<file path="src/rtl/fpa_pkg.sv">
// ----------------------------------------------------------------------------
// fpa_pkg: shared types and codes for the first-fit pool allocator
// Field widths, command and status codes, datapath command and status bundles.
// ----------------------------------------------------------------------------
package fpa_pkg;

	// item field widths
	localparam int CMD_W    = 1;
	localparam int SIZE_W   = 10;
	localparam int OFF_W    = 10;
	localparam int STATUS_W = 2;

	// command codes
	localparam logic CMD_ALLOC = 1'b0;
	localparam logic CMD_FREE  = 1'b1;

	// result status codes
	localparam logic [STATUS_W-1:0] ST_OK     = 2'd0;
	localparam logic [STATUS_W-1:0] ST_NOFIT  = 2'd1;
	localparam logic [STATUS_W-1:0] ST_BADOFF = 2'd2;

	// datapath micro-operations issued by the controller
	typedef enum logic [3:0] {
		OP_NONE,
		OP_INIT,
		OP_LOAD,
		OP_SCAN,
		OP_FIT,
		OP_DN0,
		OP_DN,
		OP_SPLIT_HI,
		OP_SPLIT_LO,
		OP_NEXT,
		OP_MERGE,
		OP_UP,
		OP_SHRINK,
		OP_RES
	} dp_op_t;

	typedef struct packed {
		dp_op_t              op;
		logic [STATUS_W-1:0] status;
		logic                grant;
	} dp_cmd_t;

	typedef struct packed {
		logic is_free;
		logic hit;
		logic last;
		logic exact;
		logic split_ok;
		logic hfree;
		logic dn_any;
		logic dn_more;
		logic up_any;
		logic up_more;
		logic out_busy;
	} dp_stat_t;

endpackage

</file>
<file path="src/rtl/fpa_req_if.sv">
// ----------------------------------------------------------------------------
// fpa_req_if: request channel
// valid/ready channel carrying one allocate or free item.
// ----------------------------------------------------------------------------
interface fpa_req_if import fpa_pkg::*; ();
	logic              valid;
	logic              ready;
	logic [CMD_W-1:0]  command;
	logic [SIZE_W-1:0] request_size;
	logic [OFF_W-1:0]  payload_offset;

	modport source (
		output valid, command, request_size, payload_offset,
		input  ready
	);
	modport sink (
		input  valid, command, request_size, payload_offset,
		output ready
	);
endinterface

</file>
<file path="src/rtl/fpa_rsp_if.sv">
// ----------------------------------------------------------------------------
// fpa_rsp_if: result channel
// valid/ready channel carrying one status item per request.
// ----------------------------------------------------------------------------
interface fpa_rsp_if import fpa_pkg::*; ();
	logic                valid;
	logic                ready;
	logic [STATUS_W-1:0] status;
	logic [OFF_W-1:0]    granted_offset;

	modport source (
		output valid, status, granted_offset,
		input  ready
	);
	modport sink (
		input  valid, status, granted_offset,
		output ready
	);
endinterface

</file>
<file path="src/rtl/fpa_dp.sv">
// ----------------------------------------------------------------------------
// fpa_dp: allocator datapath
// Block table memory, scan pointer and address accumulator, entry shift
// engine, merge adder and the result register.
// ----------------------------------------------------------------------------
module fpa_dp import fpa_pkg::*; #(
	parameter int POOL_BYTES   = 1024,
	parameter int HEADER_BYTES = 24,
	parameter int MAX_BLOCKS   = 64
) (
	input  logic                clk,
	input  logic                arst_n,
	input  dp_cmd_t             cmd,
	output dp_stat_t            stat,
	input  logic [CMD_W-1:0]    command,
	input  logic [SIZE_W-1:0]   request_size,
	input  logic [OFF_W-1:0]    payload_offset,
	output logic                res_valid,
	input  logic                res_ready,
	output logic [STATUS_W-1:0] status,
	output logic [OFF_W-1:0]    granted_offset
);

	localparam int SW = $clog2(POOL_BYTES + 1);
	localparam int IW = $clog2(MAX_BLOCKS);
	localparam int CW = $clog2(MAX_BLOCKS + 1);
	localparam int EW = ((SW > SIZE_W) ? SW : SIZE_W) + 1;
	localparam int DW = SW + 1;
	localparam logic [EW-1:0] HDR_E     = EW'(HEADER_BYTES);
	localparam logic [SW-1:0] INIT_SIZE = SW'(POOL_BYTES - HEADER_BYTES);
	localparam logic [CW-1:0] MAXC      = CW'(MAX_BLOCKS);

	// block table: {free, size}
	logic [DW-1:0] mem [MAX_BLOCKS];
	logic [DW-1:0] rd_q;

	logic [CMD_W-1:0]  cmd_q;
	logic [SIZE_W-1:0] req_q;
	logic [OFF_W-1:0]  off_q;
	logic [CW-1:0]     cnt_q;
	logic [IW-1:0]     eidx_q, hidx_q, src_q;
	logic [SW-1:0]     addr_q, hsz_q, ps_q, ns_q;
	logic              hfree_q, pf_q, nf_q;
	logic              out_valid_q;
	logic [STATUS_W-1:0] out_status_q;
	logic [OFF_W-1:0]  out_grant_q;

	logic              ent_free;
	logic [SW-1:0]     ent_size;
	logic [EW-1:0]     ent_e, req_e, off_e, addr_e, hsz_e, ns_e, ps_e;
	logic [EW-1:0]     gr_e, next_addr_e, rem_e, tsize_e;
	logic [CW-1:0]     eidx_n, hidx_n, src_n, cnt_m1, up_dst_w;
	logic [CW:0]       s0;
	logic [1:0]        r;
	logic [IW-1:0]     src_p1, src_m1, hidx_p1, tidx, up_dst;
	logic              alloc_hit, free_hit, hit, last;
	logic              dn_more, up_any, up_more;

	logic              wr_en, rd_en;
	logic [IW-1:0]     wr_addr, rd_addr;
	logic [DW-1:0]     wr_data;

	// operand extension
	assign ent_free = rd_q[SW];
	assign ent_size = rd_q[SW-1:0];
	assign ent_e    = EW'(ent_size);
	assign req_e    = EW'(req_q);
	assign off_e    = EW'(off_q);
	assign addr_e   = EW'(addr_q);
	assign hsz_e    = EW'(hsz_q);
	assign ns_e     = EW'(ns_q);
	assign ps_e     = EW'(ps_q);

	// scan compare and address step
	assign gr_e        = addr_e + HDR_E;
	assign next_addr_e = gr_e + ent_e;
	assign alloc_hit   = ent_free && (ent_e >= req_e);
	assign free_hit    = (gr_e == off_e);
	assign hit         = (cmd_q == CMD_FREE) ? free_hit : alloc_hit;
	assign eidx_n      = CW'(eidx_q) + 1'b1;
	assign last        = (eidx_n >= cnt_q);

	// index arithmetic
	assign hidx_n   = CW'(hidx_q) + 1'b1;
	assign hidx_p1  = hidx_q + 1'b1;
	assign src_n    = CW'(src_q) + 1'b1;
	assign src_p1   = src_q + 1'b1;
	assign src_m1   = src_q - 1'b1;
	assign cnt_m1   = cnt_q - 1'b1;
	assign r        = {1'b0, nf_q} + {1'b0, pf_q};
	assign s0       = (CW+1)'(hidx_n) + (CW+1)'(nf_q);
	assign tidx     = pf_q ? (hidx_q - 1'b1) : hidx_q;
	assign up_dst_w = CW'(src_q) - CW'(r);
	assign up_dst   = up_dst_w[IW-1:0];
	assign dn_more  = (CW'(src_q) > hidx_n);
	assign up_any   = (r != 2'd0) && (s0 < (CW+1)'(cnt_q));
	assign up_more  = (src_n < cnt_q);

	// split remainder and merged size
	assign rem_e   = hsz_e - req_e - HDR_E;
	assign tsize_e = hsz_e + (nf_q ? (HDR_E + ns_e) : '0) + (pf_q ? (HDR_E + ps_e) : '0);

	// status to controller
	always_comb begin
		stat.is_free  = (cmd_q == CMD_FREE);
		stat.hit      = hit;
		stat.last     = last;
		stat.exact    = (hsz_e == req_e);
		stat.split_ok = (hsz_e > (req_e + HDR_E)) && (cnt_q < MAXC);
		stat.hfree    = hfree_q;
		stat.dn_any   = (hidx_n < cnt_q);
		stat.dn_more  = dn_more;
		stat.up_any   = up_any;
		stat.up_more  = up_more;
		stat.out_busy = out_valid_q && !res_ready;
	end

	// memory port selection
	always_comb begin
		wr_en   = 1'b0;
		wr_addr = '0;
		wr_data = '0;
		rd_en   = 1'b0;
		rd_addr = '0;
		unique case (cmd.op)
			OP_INIT: begin
				wr_en   = 1'b1;
				wr_data = {1'b1, INIT_SIZE};
			end
			OP_LOAD: begin
				rd_en = 1'b1;
			end
			OP_SCAN: begin
				rd_en   = 1'b1;
				rd_addr = eidx_n[IW-1:0];
			end
			OP_FIT: begin
				wr_en   = 1'b1;
				wr_addr = hidx_q;
				wr_data = {1'b0, hsz_q};
			end
			OP_DN0: begin
				rd_en   = 1'b1;
				rd_addr = cnt_m1[IW-1:0];
			end
			OP_DN: begin
				wr_en   = 1'b1;
				wr_addr = src_p1;
				wr_data = rd_q;
				rd_en   = dn_more;
				rd_addr = src_m1;
			end
			OP_SPLIT_HI: begin
				wr_en   = 1'b1;
				wr_addr = hidx_p1;
				wr_data = {1'b1, rem_e[SW-1:0]};
			end
			OP_SPLIT_LO: begin
				wr_en   = 1'b1;
				wr_addr = hidx_q;
				wr_data = {1'b0, SW'(req_q)};
			end
			OP_MERGE: begin
				wr_en   = 1'b1;
				wr_addr = tidx;
				wr_data = {1'b1, tsize_e[SW-1:0]};
				rd_en   = up_any;
				rd_addr = s0[IW-1:0];
			end
			OP_UP: begin
				wr_en   = 1'b1;
				wr_addr = up_dst;
				wr_data = rd_q;
				rd_en   = up_more;
				rd_addr = src_p1;
			end
			default: begin
			end
		endcase
	end

	// block table, registered read
	always_ff @(posedge clk) begin
		if (wr_en) begin
			mem[wr_addr] <= wr_data;
		end
		if (rd_en) begin
			rd_q <= mem[rd_addr];
		end
	end

	// working registers
	always_ff @(posedge clk) begin
		unique case (cmd.op)
			OP_LOAD: begin
				cmd_q  <= command;
				req_q  <= request_size;
				off_q  <= payload_offset;
				eidx_q <= '0;
				addr_q <= '0;
				pf_q   <= 1'b0;
				ps_q   <= '0;
			end
			OP_SCAN: begin
				if (hit) begin
					hidx_q  <= eidx_q;
					hsz_q   <= ent_size;
					hfree_q <= ent_free;
				end else if (!last) begin
					eidx_q <= eidx_n[IW-1:0];
					addr_q <= next_addr_e[SW-1:0];
					pf_q   <= ent_free;
					ps_q   <= ent_size;
				end
			end
			OP_DN0: begin
				src_q <= cnt_m1[IW-1:0];
			end
			OP_DN: begin
				if (dn_more) begin
					src_q <= src_m1;
				end
			end
			OP_NEXT: begin
				nf_q <= (hidx_n < cnt_q) && ent_free;
				ns_q <= ent_size;
			end
			OP_MERGE: begin
				if (up_any) begin
					src_q <= s0[IW-1:0];
				end
			end
			OP_UP: begin
				if (up_more) begin
					src_q <= src_p1;
				end
			end
			OP_RES: begin
				out_status_q <= cmd.status;
				out_grant_q  <= cmd.grant ? gr_e[OFF_W-1:0] : '0;
			end
			default: begin
			end
		endcase
	end

	// block count and result valid
	always_ff @(posedge clk or negedge arst_n) begin
		if (!arst_n) begin
			cnt_q       <= CW'(1);
			out_valid_q <= 1'b0;
		end else begin
			if (cmd.op == OP_SPLIT_LO) begin
				cnt_q <= cnt_q + 1'b1;
			end else if (cmd.op == OP_SHRINK) begin
				cnt_q <= cnt_q - CW'(r);
			end
			if (cmd.op == OP_RES) begin
				out_valid_q <= 1'b1;
			end else if (res_ready) begin
				out_valid_q <= 1'b0;
			end
		end
	end

	assign res_valid      = out_valid_q;
	assign status         = out_status_q;
	assign granted_offset = out_grant_q;

	// table always holds between one and MAX_BLOCKS entries
	a_cnt_range: assert property (@(posedge clk) disable iff (!arst_n)
		(cnt_q != '0) && (cnt_q <= MAXC))
		else $error("block count out of range");

	// a split only commits when there is room for the new entry
	a_split_room: assert property (@(posedge clk) disable iff (!arst_n)
		(cmd.op == OP_SPLIT_LO) |-> (cnt_q < MAXC))
		else $error("split with full table");

	// compaction never moves an entry onto or below the merge target
	a_up_dest: assert property (@(posedge clk) disable iff (!arst_n)
		(cmd.op == OP_UP) |-> ((CW'(src_q) >= CW'(r)) && (up_dst > tidx)))
		else $error("compaction destination below merge target");

	// merging into a previous block needs a previous block
	a_merge_prev: assert property (@(posedge clk) disable iff (!arst_n)
		((cmd.op == OP_MERGE) && pf_q) |-> (hidx_q != '0))
		else $error("merge into missing previous block");

endmodule

</file>
<file path="src/rtl/fpa_ctrl.sv">
// ----------------------------------------------------------------------------
// fpa_ctrl: allocator controller
// Sequences scan, split, merge and compaction steps and the result hand-off.
// ----------------------------------------------------------------------------
module fpa_ctrl import fpa_pkg::*; (
	input  logic     clk,
	input  logic     arst_n,
	input  logic     req_valid,
	output logic     req_ready,
	input  dp_stat_t stat,
	output dp_cmd_t  cmd
);

	localparam logic [3:0] S_INIT   = 4'd0;
	localparam logic [3:0] S_IDLE   = 4'd1;
	localparam logic [3:0] S_SCAN   = 4'd2;
	localparam logic [3:0] S_DECIDE = 4'd3;
	localparam logic [3:0] S_DN     = 4'd4;
	localparam logic [3:0] S_SPL_HI = 4'd5;
	localparam logic [3:0] S_SPL_LO = 4'd6;
	localparam logic [3:0] S_MERGE  = 4'd7;
	localparam logic [3:0] S_UP     = 4'd8;
	localparam logic [3:0] S_FIN    = 4'd9;
	localparam logic [3:0] S_RES    = 4'd10;

	logic [3:0]          state_q, state_d;
	logic [STATUS_W-1:0] res_status_q, res_status_d;
	logic                res_grant_q, res_grant_d;
	dp_op_t              op;

	// next state and micro-op
	always_comb begin
		state_d      = state_q;
		res_status_d = res_status_q;
		res_grant_d  = res_grant_q;
		op           = OP_NONE;
		req_ready    = 1'b0;
		unique case (state_q)
			S_INIT: begin
				op      = OP_INIT;
				state_d = S_IDLE;
			end
			S_IDLE: begin
				req_ready = 1'b1;
				if (req_valid) begin
					op      = OP_LOAD;
					state_d = S_SCAN;
				end
			end
			S_SCAN: begin
				op = OP_SCAN;
				if (stat.hit) begin
					state_d = S_DECIDE;
				end else if (stat.last) begin
					res_status_d = stat.is_free ? ST_BADOFF : ST_NOFIT;
					res_grant_d  = 1'b0;
					state_d      = S_RES;
				end
			end
			S_DECIDE: begin
				if (stat.is_free) begin
					if (stat.hfree) begin
						res_status_d = ST_BADOFF;
						res_grant_d  = 1'b0;
						state_d      = S_RES;
					end else begin
						op      = OP_NEXT;
						state_d = S_MERGE;
					end
				end else if (stat.exact) begin
					op           = OP_FIT;
					res_status_d = ST_OK;
					res_grant_d  = 1'b1;
					state_d      = S_RES;
				end else if (stat.split_ok) begin
					if (stat.dn_any) begin
						op      = OP_DN0;
						state_d = S_DN;
					end else begin
						op      = OP_SPLIT_HI;
						state_d = S_SPL_LO;
					end
				end else begin
					res_status_d = ST_NOFIT;
					res_grant_d  = 1'b0;
					state_d      = S_RES;
				end
			end
			S_DN: begin
				op = OP_DN;
				if (!stat.dn_more) begin
					state_d = S_SPL_HI;
				end
			end
			S_SPL_HI: begin
				op      = OP_SPLIT_HI;
				state_d = S_SPL_LO;
			end
			S_SPL_LO: begin
				op           = OP_SPLIT_LO;
				res_status_d = ST_OK;
				res_grant_d  = 1'b1;
				state_d      = S_RES;
			end
			S_MERGE: begin
				op      = OP_MERGE;
				state_d = stat.up_any ? S_UP : S_FIN;
			end
			S_UP: begin
				op = OP_UP;
				if (!stat.up_more) begin
					state_d = S_FIN;
				end
			end
			S_FIN: begin
				op           = OP_SHRINK;
				res_status_d = ST_OK;
				res_grant_d  = 1'b0;
				state_d      = S_RES;
			end
			S_RES: begin
				if (!stat.out_busy) begin
					op      = OP_RES;
					state_d = S_IDLE;
				end
			end
			default: begin
				state_d = S_IDLE;
			end
		endcase
	end

	// state register
	always_ff @(posedge clk or negedge arst_n) begin
		if (!arst_n) begin
			state_q <= S_INIT;
		end else begin
			state_q <= state_d;
		end
	end

	// pending result code
	always_ff @(posedge clk) begin
		res_status_q <= res_status_d;
		res_grant_q  <= res_grant_d;
	end

	assign cmd.op     = op;
	assign cmd.status = res_status_q;
	assign cmd.grant  = res_grant_q;

endmodule

</file>
<file path="src/rtl/first_fit_pool_allocator.sv">
// ----------------------------------------------------------------------------
// first_fit_pool_allocator: first-fit pool allocator with split and coalesce
//
//   channel  dir  handshake     payload
//   req      in   valid/ready   command, request_size, payload_offset
//   rsp      out  valid/ready   status, granted_offset
//
// The scan reads one table entry per cycle; a hit goes on to the decide state and
// a miss on the last entry straight to the result state. A split or merge then
// moves one table entry per cycle, and scan plus shift never pass the block
// count. The result state waits while the output register holds an untaken
// result; the controller then returns to idle before the next item is taken.
// After reset the init state writes table entry 0 before the first item.
// req is taken only while no item is in work; a result held in the output
// register does not block the next item, but the one after it waits for rsp.
// ----------------------------------------------------------------------------
module first_fit_pool_allocator import fpa_pkg::*; #(
	parameter int POOL_BYTES   = 1024,
	parameter int HEADER_BYTES = 24,
	parameter int MAX_BLOCKS   = 64
) (
	input  logic      clk,
	input  logic      arst_n,
	fpa_req_if.sink   req,
	fpa_rsp_if.source rsp
);

	dp_cmd_t  cmd;
	dp_stat_t stat;

	// controller
	fpa_ctrl u_ctrl (
		.clk       (clk),
		.arst_n    (arst_n),
		.req_valid (req.valid),
		.req_ready (req.ready),
		.stat      (stat),
		.cmd       (cmd)
	);

	// datapath
	fpa_dp #(
		.POOL_BYTES   (POOL_BYTES),
		.HEADER_BYTES (HEADER_BYTES),
		.MAX_BLOCKS   (MAX_BLOCKS)
	) u_dp (
		.clk            (clk),
		.arst_n         (arst_n),
		.cmd            (cmd),
		.stat           (stat),
		.command        (req.command),
		.request_size   (req.request_size),
		.payload_offset (req.payload_offset),
		.res_valid      (rsp.valid),
		.res_ready      (rsp.ready),
		.status         (rsp.status),
		.granted_offset (rsp.granted_offset)
	);

endmodule

</file>
<file path="src/flat_wrapper.sv">
// flat-port wrapper written by rule: the top's interface ports become plain ports
module first_fit_pool_allocator_flat import fpa_pkg::*;
#(
	parameter int POOL_BYTES   = 1024,
	parameter int HEADER_BYTES = 24,
	parameter int MAX_BLOCKS   = 64
)
  (clk, arst_n, req_valid, req_command, req_request_size, req_payload_offset, req_ready, rsp_valid, rsp_status, rsp_granted_offset, rsp_ready);
  fpa_req_if req_i ();
  fpa_rsp_if rsp_i ();
  input  logic clk;
  input  logic arst_n;
  input wire logic [$bits(req_i.valid)-1:0] req_valid;
  input wire logic [$bits(req_i.command)-1:0] req_command;
  input wire logic [$bits(req_i.request_size)-1:0] req_request_size;
  input wire logic [$bits(req_i.payload_offset)-1:0] req_payload_offset;
  output wire logic [$bits(req_i.ready)-1:0] req_ready;
  output wire logic [$bits(rsp_i.valid)-1:0] rsp_valid;
  output wire logic [$bits(rsp_i.status)-1:0] rsp_status;
  output wire logic [$bits(rsp_i.granted_offset)-1:0] rsp_granted_offset;
  input wire logic [$bits(rsp_i.ready)-1:0] rsp_ready;
  assign req_i.valid = req_valid;
  assign req_i.command = req_command;
  assign req_i.request_size = req_request_size;
  assign req_i.payload_offset = req_payload_offset;
  assign req_ready = req_i.ready;
  assign rsp_valid = rsp_i.valid;
  assign rsp_status = rsp_i.status;
  assign rsp_granted_offset = rsp_i.granted_offset;
  assign rsp_i.ready = rsp_ready;
  first_fit_pool_allocator #(.POOL_BYTES(POOL_BYTES), .HEADER_BYTES(HEADER_BYTES), .MAX_BLOCKS(MAX_BLOCKS)) u_core (.clk(clk), .arst_n(arst_n), .req(req_i), .rsp(rsp_i));
endmodule
</file>
<file path="config.mk">
export PLATFORM = sky130hd
export DESIGN_NAME = first_fit_pool_allocator_flat
export DESIGN_NICKNAME = d
export VERILOG_FILES = /design/src/rtl/fpa_pkg.sv /design/src/rtl/fpa_req_if.sv /design/src/rtl/fpa_rsp_if.sv /design/src/rtl/fpa_dp.sv /design/src/rtl/fpa_ctrl.sv /design/src/rtl/first_fit_pool_allocator.sv /design/src/flat_wrapper.sv
export SDC_FILE = /design/constraint.sdc
export NUM_CORES = 1
export LEC_CHECK = 0
export BUFFER_PORTS_ARGS = -buffer_cell sky130_fd_sc_hd__buf_4
export CORE_ASPECT_RATIO = 0.8
export CORE_MARGIN = 2
export CORE_UTILIZATION = 50
export CTS_BUF_LIST = sky130_fd_sc_hd__clkbuf_4 sky130_fd_sc_hd__clkbuf_8 sky130_fd_sc_hd__clkbuf_16
export CTS_CLUSTER_SIZE = 10
export DETAILED_ROUTE_END_ITERATION = 6
export PLACE_DENSITY = 0.79
export SYNTH_ARGS = -nofsm -noshare
export SYNTH_HDL_FRONTEND = slang
export SYNTH_HIERARCHICAL = 1
export SYNTH_SLANG_ARGS = --single-unit
</file>
<file path="constraint.sdc">
create_clock -name clk -period 6.7 [get_ports clk]
set_input_delay 0.67 -clock clk [delete_from_list [all_inputs] [get_ports clk]]
set_output_delay 0.67 -clock clk [all_outputs]
set_load 0.01 [all_outputs]
</file>
== Word level (Yosys, flattened, before mapping) ==
Memory sizes are Yosys's and may differ from the RTL's. A register that Yosys moved wholly into a read port is not among the register bits.
Cells that the tools add are included.

* Output and inout port bits: 14
* Latch bits: 0
* ROM bits: 0
* Memories kept: 1
* Flip-flop bits (word level): 113
* Bits in writable memories: 768
* Input port bits: 25
* Logic and storage cells: 183

{| class="wikitable"
|+ Memories
! memory !! depth !! bits a word !! read ports !! clocked after Yosys merged registers in !! wr ports !! line !! text
|-
| u_core.u_dp.mem || 64 || 12 || 1 || 1 || 1 || fpa_dp.sv:34 || <nowiki>logic [DW-1:0] mem [MAX_BLOCKS];</nowiki>
|}

* Reductions and logical operators: 25
* Shifts and indexed selects: 0
* Add/sub/neg operators: 22
* $mul: 0
* Bitwise logic cells: 0
* Equal/unequal tests: 39
* Div/mod/pow operators: 0
* Order comparisons: 8
* Multiplexer cells: 68

{| class="wikitable"
|+ Operator list
! kind !! number
|-
| case mux 12 bit (6 select lines) || 1
|-
| two-way mux 11 bit || 6
|-
| case mux 6 bit (5 select lines) || 2
|-
| two-way mux 4 bit || 13
|-
| case mux 11 bit (2 select lines) || 2
|-
| case mux 4 bit (11 select lines) || 1
|-
| == test 4 bit, second input constant || 9
|-
| two-way mux 6 bit || 6
|-
| case mux 4 bit (9 select lines) || 1
|-
| adder 11 bit || 3
|-
| == test 4 x 3 -> 1 bit, second input constant || 8
|-
| case mux 6 bit (4 select lines) || 1
|-
| adder 5 x 11 -> 11 bit, first input constant || 2
|-
| != test 2 bit, second input constant || 11
|-
| adder 6 x 1 -> 7 bit, second input constant || 3
|-
| two-way mux 2 bit || 10
|-
| subtractor 6 x 1 -> 6 bit, second input constant || 3
|-
| == test 4 x 2 -> 1 bit, second input constant || 4
|-
| two-way mux 1 bit || 16
|-
| AND reduction 5 bit || 3
|-
| < comparator 7 bit || 2
|-
| two-way mux 7 bit || 2
|-
| adder 11 x 5 -> 12 bit, second input constant || 1
|-
| adder 6 x 1 -> 6 bit, second input constant || 2
|-
| other kinds (36) || 50
|}

== Depth between registers and ports, before layout ==
Gate-level depths: netlist of run 1.

* Depth in word-level cells: 12
* Mapped depth: 31
* Mapped depth without buffers: 29

== By module ==
Netlist of run 1, hierarchy kept.

{| class="wikitable"
|+ By module, submodules not included
! module !! sequential area each (µm²) !! area each (µm²) !! cells each !! times used
|-
| fpa_dp || 26566.7 || 39967.1 || 2699 || 1
|-
| fpa_ctrl || 190.2 || 742.0 || 91 || 1
|}

== Worst setup path before layout of run 1 ==
Ideal clock, no wire load.

* Path type: register -> register
* From: reg u_core.u_dp.req_q[3]
* To: mem u_core/u_dp/mem[0][5] (netlist bit), data pin
* Arrival: 6.112 ns
* Library setup time: 0.719 ns
* Path buffers: 3
* Path slack: -0.132 ns
* Clock period less this slack: 6.832 ns
* Data required time: 5.981 ns
* Cell stages (with the launch flop): 21
* Cell sequence: edfxtp_1 inv_1 ha_1 nor3_1 xnor2_1 ha_1 nand4_1 nor3_1 nor2_1 nand3_1 a21o_1 nand3_1 o21ba_2 a31oi_1 o22ai_1 buf_2 nor2b_1 buf_2 nand3_1 clkbuf_1 o31ai_1

{| class="wikitable"
|+ RTL lines
! what !! line !! text
|-
| start, declared || fpa_dp.sv:38 || <nowiki>logic [SIZE_W-1:0] req_q;</nowiki>
|-
| start signal, assigned || fpa_dp.sv:197 || <nowiki>req_q <= request_size;</nowiki>
|-
| end, declared || fpa_dp.sv:34 ||
|}

==> reports/qor.yml, run 1 <==
run_status:
  status: "finished with violations"
  violations: "design-rule violations"
layout:
  final_cell_mix: "edfxtp_1, nand2_1, buf_4"
  drive_above_1_share: 0.1740
  final_nets: 3074
  syn2layout_area_growth_pct: 12.66
  fin_util: 0.5696
  diodes: 0
  layout_commonest_cell: "edfxtp_1"
min_path:
  worstHoldPathType: "in2reg"
  whs_path_depth: 1
  min_from: "req_payload_offset[2]"
  whs_endpoint: "u_core/u_dp/off_q[2]$_DFFE_PN_"
detailed_routing:
  drtPass1Iterations: 7
  postRouteAntennaNets: 0
  finalWirelength_um: 111600
  routed-via-count: 26360
  drt-initial-drc-count: 4369
  detail_route.wl_per_cell_um: 27.66
  drc: 7
  viasPerCell: 6.535
synth:
  ys_seq_elements: 893
  synth-adder-area-share: 0.04168
  synth-main-ff-cell: "edfxtp_1"
  synth_compound_area_frac: 0.08987
  synth_top_family_by_area: "compound AO/OA/AOI/OAI gates"
  syn_area_sq_um: 40710
  synthSimpleGateAreaFrac: 0.08969
  syn-num-nets: 2941
  yosys_warnings: 6
  synth-edff-count: 881
  ys_types: 107
  synthMuxAreaShare: 0.07450
  synth_xor_area_frac: 0.01801
  synthCells: 2790
  ys_seq_area_frac: 0.6573
  async_reset_ff_frac: 0.01344
  syn_area_per_cell_sq_um: 14.59
sta:
  rsz0062_at_grt: "no"
  skew_ns: 0.06153
  tightest_slew_ns: 1.376
  hold_viol: 0
  setup_viol: 0
  min_period_over_period: 0.9701
  layout_setup_ws_ns: 0.2003
  timing.setup.tns_ns: 0
  max_slew_margin: 0.07950
  fin_crit_ns: 6.500
  report.final.slew_viol_count: 0
  fmax_mhz: 153.9
grt:
  grt_pass1_vias: 25470
  grt_pass1_wl_um: 165500
  antenna_found_initial: 2
  grt_max_degree: 65
  track_usage: 0.2668
  grt-ovfl-total: 0
setup_path:
  critPathMaxStageDelay_ns: 0.49
  worstSetupPathType: "reg2reg"
  path_depth: 25
  rr_worst_depth: 25
  required_ns: 7.08
  critPathLaunchType: "flip-flop"
  cp.buffers_inverters: 4
  critPathTopFamily: "compound AO/OA/AOI/OAI gates"
  cp.arrival_ns: 6.88
  r2r_start: "u_core/u_dp/req_q[3]$_DFFE_PN_"
  slowest_stage: "buf_4"
  worst_setup_path_end_kind: "flip-flop"
  reg2reg_slack_ns: 0.20
  critical_path.max_fanout: 62
  worstReg2RegEnd: "u_core/u_dp/rd_q[3]$_DFFE_PP_"
place:
  io_buffers: 38
  place_hpwl_um: 73750
  pre_cts_ws_ns: -0.2102
  place.gp.congestion: 1.035
floorplanning:
  ios: 39
  fp.dieW_um: 323.0
  dieHeight_um: 259.2
  std_cell_rows: 93
  die-area_sq_um: 83730
  core_sq_um: 80520
  initial_core_util: 0.5056
clock_tree:
  clock_latency_ns: 0.70
  htree_levels: 3
  numCtsBuffers: 101
  numClockSinks: 893
  cts_tree: "done"
  clk_pin_slew_worst_paths_ns: 0.05
  cts.path.max_buffers: 3
  root_buffer: "clkbuf_16"
job:
  max-cap-violations: 0
==> layer usage <==
layer  track usage  vias up  share of wire
li1              -    11090              -
met1        0.3903    13080           0.39
met2        0.3780     1890           0.43
met3       0.08722      302           0.15
met4       0.08579        0          0.036
met5             0        -              0
==> synth_stat cells, drive strengths merged, types with 61 or more instances <==
cell type	number	area, sq um
mux2i	69	690.7
buf	93	579.3
nand2	239	907.1
o21ai	76	380.4
nor2	160	608.1
mux2	62	698.2
mux4	73	1644
clkbuf	61	229.0
nand3	84	425.4
ha	110	1376
inv	96	360.4
edfxtp	881	26460
==> worst reg2reg max path, delay by kind of cell (launching register included) <==
kind            cells  cell delay (ns)
fa+ha+maj           2             0.52
compound gates      8             2.33
buf+inv             4             1.07
flops               1             0.43
simple gates       10             1.74
xor+xnor            1             0.16
==> timing repair <==
item,4_1_cts,5_1_grt
resized for setup,3,6
hold buffers,1,0
setup buffers,0,0
pin swaps,0,1
cloned,0,0
hold endpoints to repair,11,0
endpoints found under the setup margin,48,63
==> layout make-up <==
class	count	area, sq um
fill	6086	34660
sequential	893	26760
multi-input combinational	1644	12960
clock buffer	109	2594
timing repair buffer	184	1584
tap	1092	1366
inverter	99	371.6
clock inverter	13	231.5
==> logic make-up (layout without fill, tap and decap cells) <==
| logic type | after synthesis | in the layout |
|---|---|---|
| buffers and inverters | 253 | 405 |
| adders and majority gates | 126 | 126 |
| AOI/OAI and AO/OA | 491 | 491 |
| DFF | 893 | 893 |
| and+or+nand+nor | 741 | 741 |
| xor gates and xnor gates | 82 | 82 |
| muxes | 204 | 204 |
==> sequential cells by signal, summed over array words and instances, names as in the netlist, 7 cells and up <==
| signal | flops |
|---|---|
| u_core/u_dp/off_q | 10 |
| u_core/u_dp/mem | 768 |
| u_core/u_dp/ps_q | 11 |
| u_core/u_dp/ns_q | 11 |
| u_core/u_dp/cnt_q | 7 |
| u_core/u_dp/granted_offset | 10 |
| u_core/u_dp/rd_q | 12 |
| u_core/u_dp/req_q | 10 |
| u_core/u_dp/hsz_q | 11 |
| u_core/u_dp/addr_q | 11 |
==> metrics by stage <==
step                hold WS (ns)  cell area (sq um)  cells
finish                    0.1445              45860   4034
global route              0.1347              45860   4034
CTS                       0.1249              45850   4034
detailed placement        0.4147              43010   3911
global placement          0.4258              43010   3911
floorplan                 0.3744              40710   2790
==> worst max path at each step <==
stage	to	slack [ns]	from
after global routing	u_core/u_dp/rd_q[7]$_DFFE_PP_	0.005	u_core/u_dp/req_q[3]$_DFFE_PN_
after floorplan	u_core/u_dp/mem[0][6]$_DFFE_PP_	0.04	u_core/u_dp/req_q[3]$_DFFE_PN_
after global placement	u_core/u_dp/mem[54][7]$_DFFE_PP_	-0.20	u_core/u_dp/req_q[3]$_DFFE_PN_
after detailed placement	u_core/u_dp/mem[20][4]$_DFFE_PP_	-0.21	u_core/u_dp/req_q[3]$_DFFE_PN_
after CTS	u_core/u_dp/mem[22][3]$_DFFE_PP_	0.22	u_core/u_dp/req_q[3]$_DFFE_PN_
final	u_core/u_dp/rd_q[3]$_DFFE_PP_	0.20	u_core/u_dp/req_q[3]$_DFFE_PN_
Power of run 1 is left out: the tool's default activity adds up to more than one toggle a clock period on the data nets, which glitch-free logic cannot reach.
==> inputs of run 2 (changes only) <==
Settings changed: PLACE_DENSITY 0.79 to 0.68.
==> run 2 against run 1 <==
Net effect:
- the flow now finishes without violations
- cell area increased by 0.80%
- setup slack improved by 0.097 ns
- register-to-register slack improved by 0.097 ns
- global-route usage rose by 0.25 points
==> reports/qor.yml, run 2 (same netlist as run 1, synthesis figures left out) <==
job:
  max-cap-violations: 0
place:
  place_hpwl_um: 74850
  place.gp.congestion: 0.9493
  pre_cts_ws_ns: -0.04977
  io_buffers: 38
setup_path:
  critical_path.max_fanout: 32
  critPathMaxStageDelay_ns: 0.54
  worstSetupPathType: "reg2reg"
  critPathLaunchType: "flip-flop"
  worst_setup_path_end_kind: "flip-flop"
  required_ns: 7.09
  slowest_stage: "o211ai_1"
  cp.buffers_inverters: 5
  critPathTopFamily: "compound AO/OA/AOI/OAI gates"
  cp.arrival_ns: 6.79
floorplanning:
  std_cell_rows: 93
  core_sq_um: 80520
  die-area_sq_um: 83730
  initial_core_util: 0.5056
  dieHeight_um: 259.2
  ios: 39
  fp.dieW_um: 323.0
sta:
  tightest_slew_ns: 1.278
  setup_viol: 0
  timing.setup.tns_ns: 0
  max_slew_margin: 0.1446
  min_period_over_period: 0.9556
  fmax_mhz: 156.2
  report.final.slew_viol_count: 0
  skew_ns: 0.03819
  layout_setup_ws_ns: 0.2975
  hold_viol: 0
  fin_crit_ns: 6.403
layout:
  layout_commonest_cell: "edfxtp_1"
  final_nets: 3118
  fillCellCount: 6287
  regMostFlops: "u_core/u_dp/mem"
  drive_above_1_share: 0.1854
  top_regs: "u_core/u_dp/mem x768, u_core/u_dp/rd_q x12"
  syn2layout_area_growth_pct: 13.57
  final_cell_mix: "edfxtp_1, nand2_1, buf_4"
  largest_register_ffs: 768
run_status:
  status: "finished, final reports clean"
clock_tree:
  root_buffer: "clkbuf_16"
  numCtsBuffers: 101
  clock_latency_ns: 0.68
  numClockSinks: 893
  htree_levels: 3
  cts.path.max_buffers: 3
  clk_pin_slew_worst_paths_ns: 0.06
  cts_tree: "done"
  postCtsSetupRepairBufs: 0
detailed_routing:
  drc: 0
  finalWirelength_um: 112200
  postRouteAntennaNets: 0
  routed-via-count: 25900
  drtPass1Iterations: 6
  drt-initial-drc-count: 3779
  detail_route.wl_per_cell_um: 27.51
  viasPerCell: 6.353
grt:
  grt_pass1_vias: 25150
  grt-ovfl-total: 0
  track_usage: 0.2693
  antenna_found_initial: 4
  grt_max_degree: 111
  grt_pass1_wl_um: 165900
min_path:
  worstHoldPathType: "in2reg"
run 2: changes by cell type in the layout (fill, tap and decap cells not counted), sizes merged:
| cell | delta |
|---|---|
| bufinv | +1 |
| clkbuf | -2 |
| buf | +44 |
| inv | +2 |
| clkinv | -5 |
| diode | +3 |
run 2: per-stage QoR:
step / instance area, sq um / util / hold WS [ns] / cells
6_report: 46230 / 0.5742 / 0.1681 / 4077
5_1_grt: 46230 / 0.5741 / 0.1571 / 4074
4_1_cts: 46140 / 0.5731 / 0.1376 / 4074
3_5_place_dp: 43360 / 0.5385 / 0.4065 / 3955
3_3_place_gp: 43360 / 0.5385 / 0.4016 / 3955
2_1_floorplan: 40710 / - / 0.3744 / 2790
run 2: worst paths after layout:
| kind | from | end | slack (ns) | cells past startpoint |
|---|---|---|---|---|
| setup / recovery | u_core/u_dp/req_q[3]$_DFFE_PN_ | u_core/u_dp/rd_q[5]$_DFFE_PP_ | 0.30 | 26 |
| hold / removal | req_request_size[4] | u_core/u_dp/req_q[4]$_DFFE_PN_ | 0.17 | 1 |
| setup reg to reg | u_core/u_dp/req_q[3]$_DFFE_PN_ | u_core/u_dp/rd_q[5]$_DFFE_PP_ | 0.30 | 26 |
| hold reg to reg | u_core/u_ctrl/res_status_q[1]$_DFFE_PP_ | u_core/u_dp/status[1]$_DFFE_PP_ | 0.42 | 0 |
| max in group asynchronous | arst_n | u_core/u_dp/cnt_q[0]$_DFFE_PN1P_ | 6.09 | 2 |
| min in group asynchronous | arst_n | u_core/u_dp/cnt_q[1]$_DFFE_PN0P_ | 0.38 | 2 |
run 2: what timing repair did:
action | in CTS | in global routing
pin swaps | 0 | 2
setup endpoints to repair | 2 | 47
hold endpoints to repair | 11 | 0
gates resized for setup | 2 | 18
hold buffers | 1 | 0
run 2: area by class of cell:
| class | instances | area, sq um | area share |
|---|---|---|---|
| Antenna cell | 3 | 7.507 | 0.0001624 |
| Inverter | 99 | 371.6 | 0.008038 |
| Clock buffer | 107 | 2643 | 0.05716 |
| Timing Repair Buffer | 228 | 1954 | 0.04227 |
| Multi-Input combinational cell | 1644 | 13010 | 0.2813 |
| Clock inverter | 11 | 126.4 | 0.002733 |
| Sequential cell | 893 | 26760 | 0.5787 |
| Tap cell | 1092 | 1366 | 0.02955 |
run 2: layer usage:
layer,vias to the layer above,GRT usage,wire length (um)
met5,-,0,23
met4,4,0.08359,3426
met3,210,0.05914,12620
met2,1486,0.3796,47740
met1,13020,0.4166,48340
li1,11180,-,-
Power of run 2 is left out for the same reason.
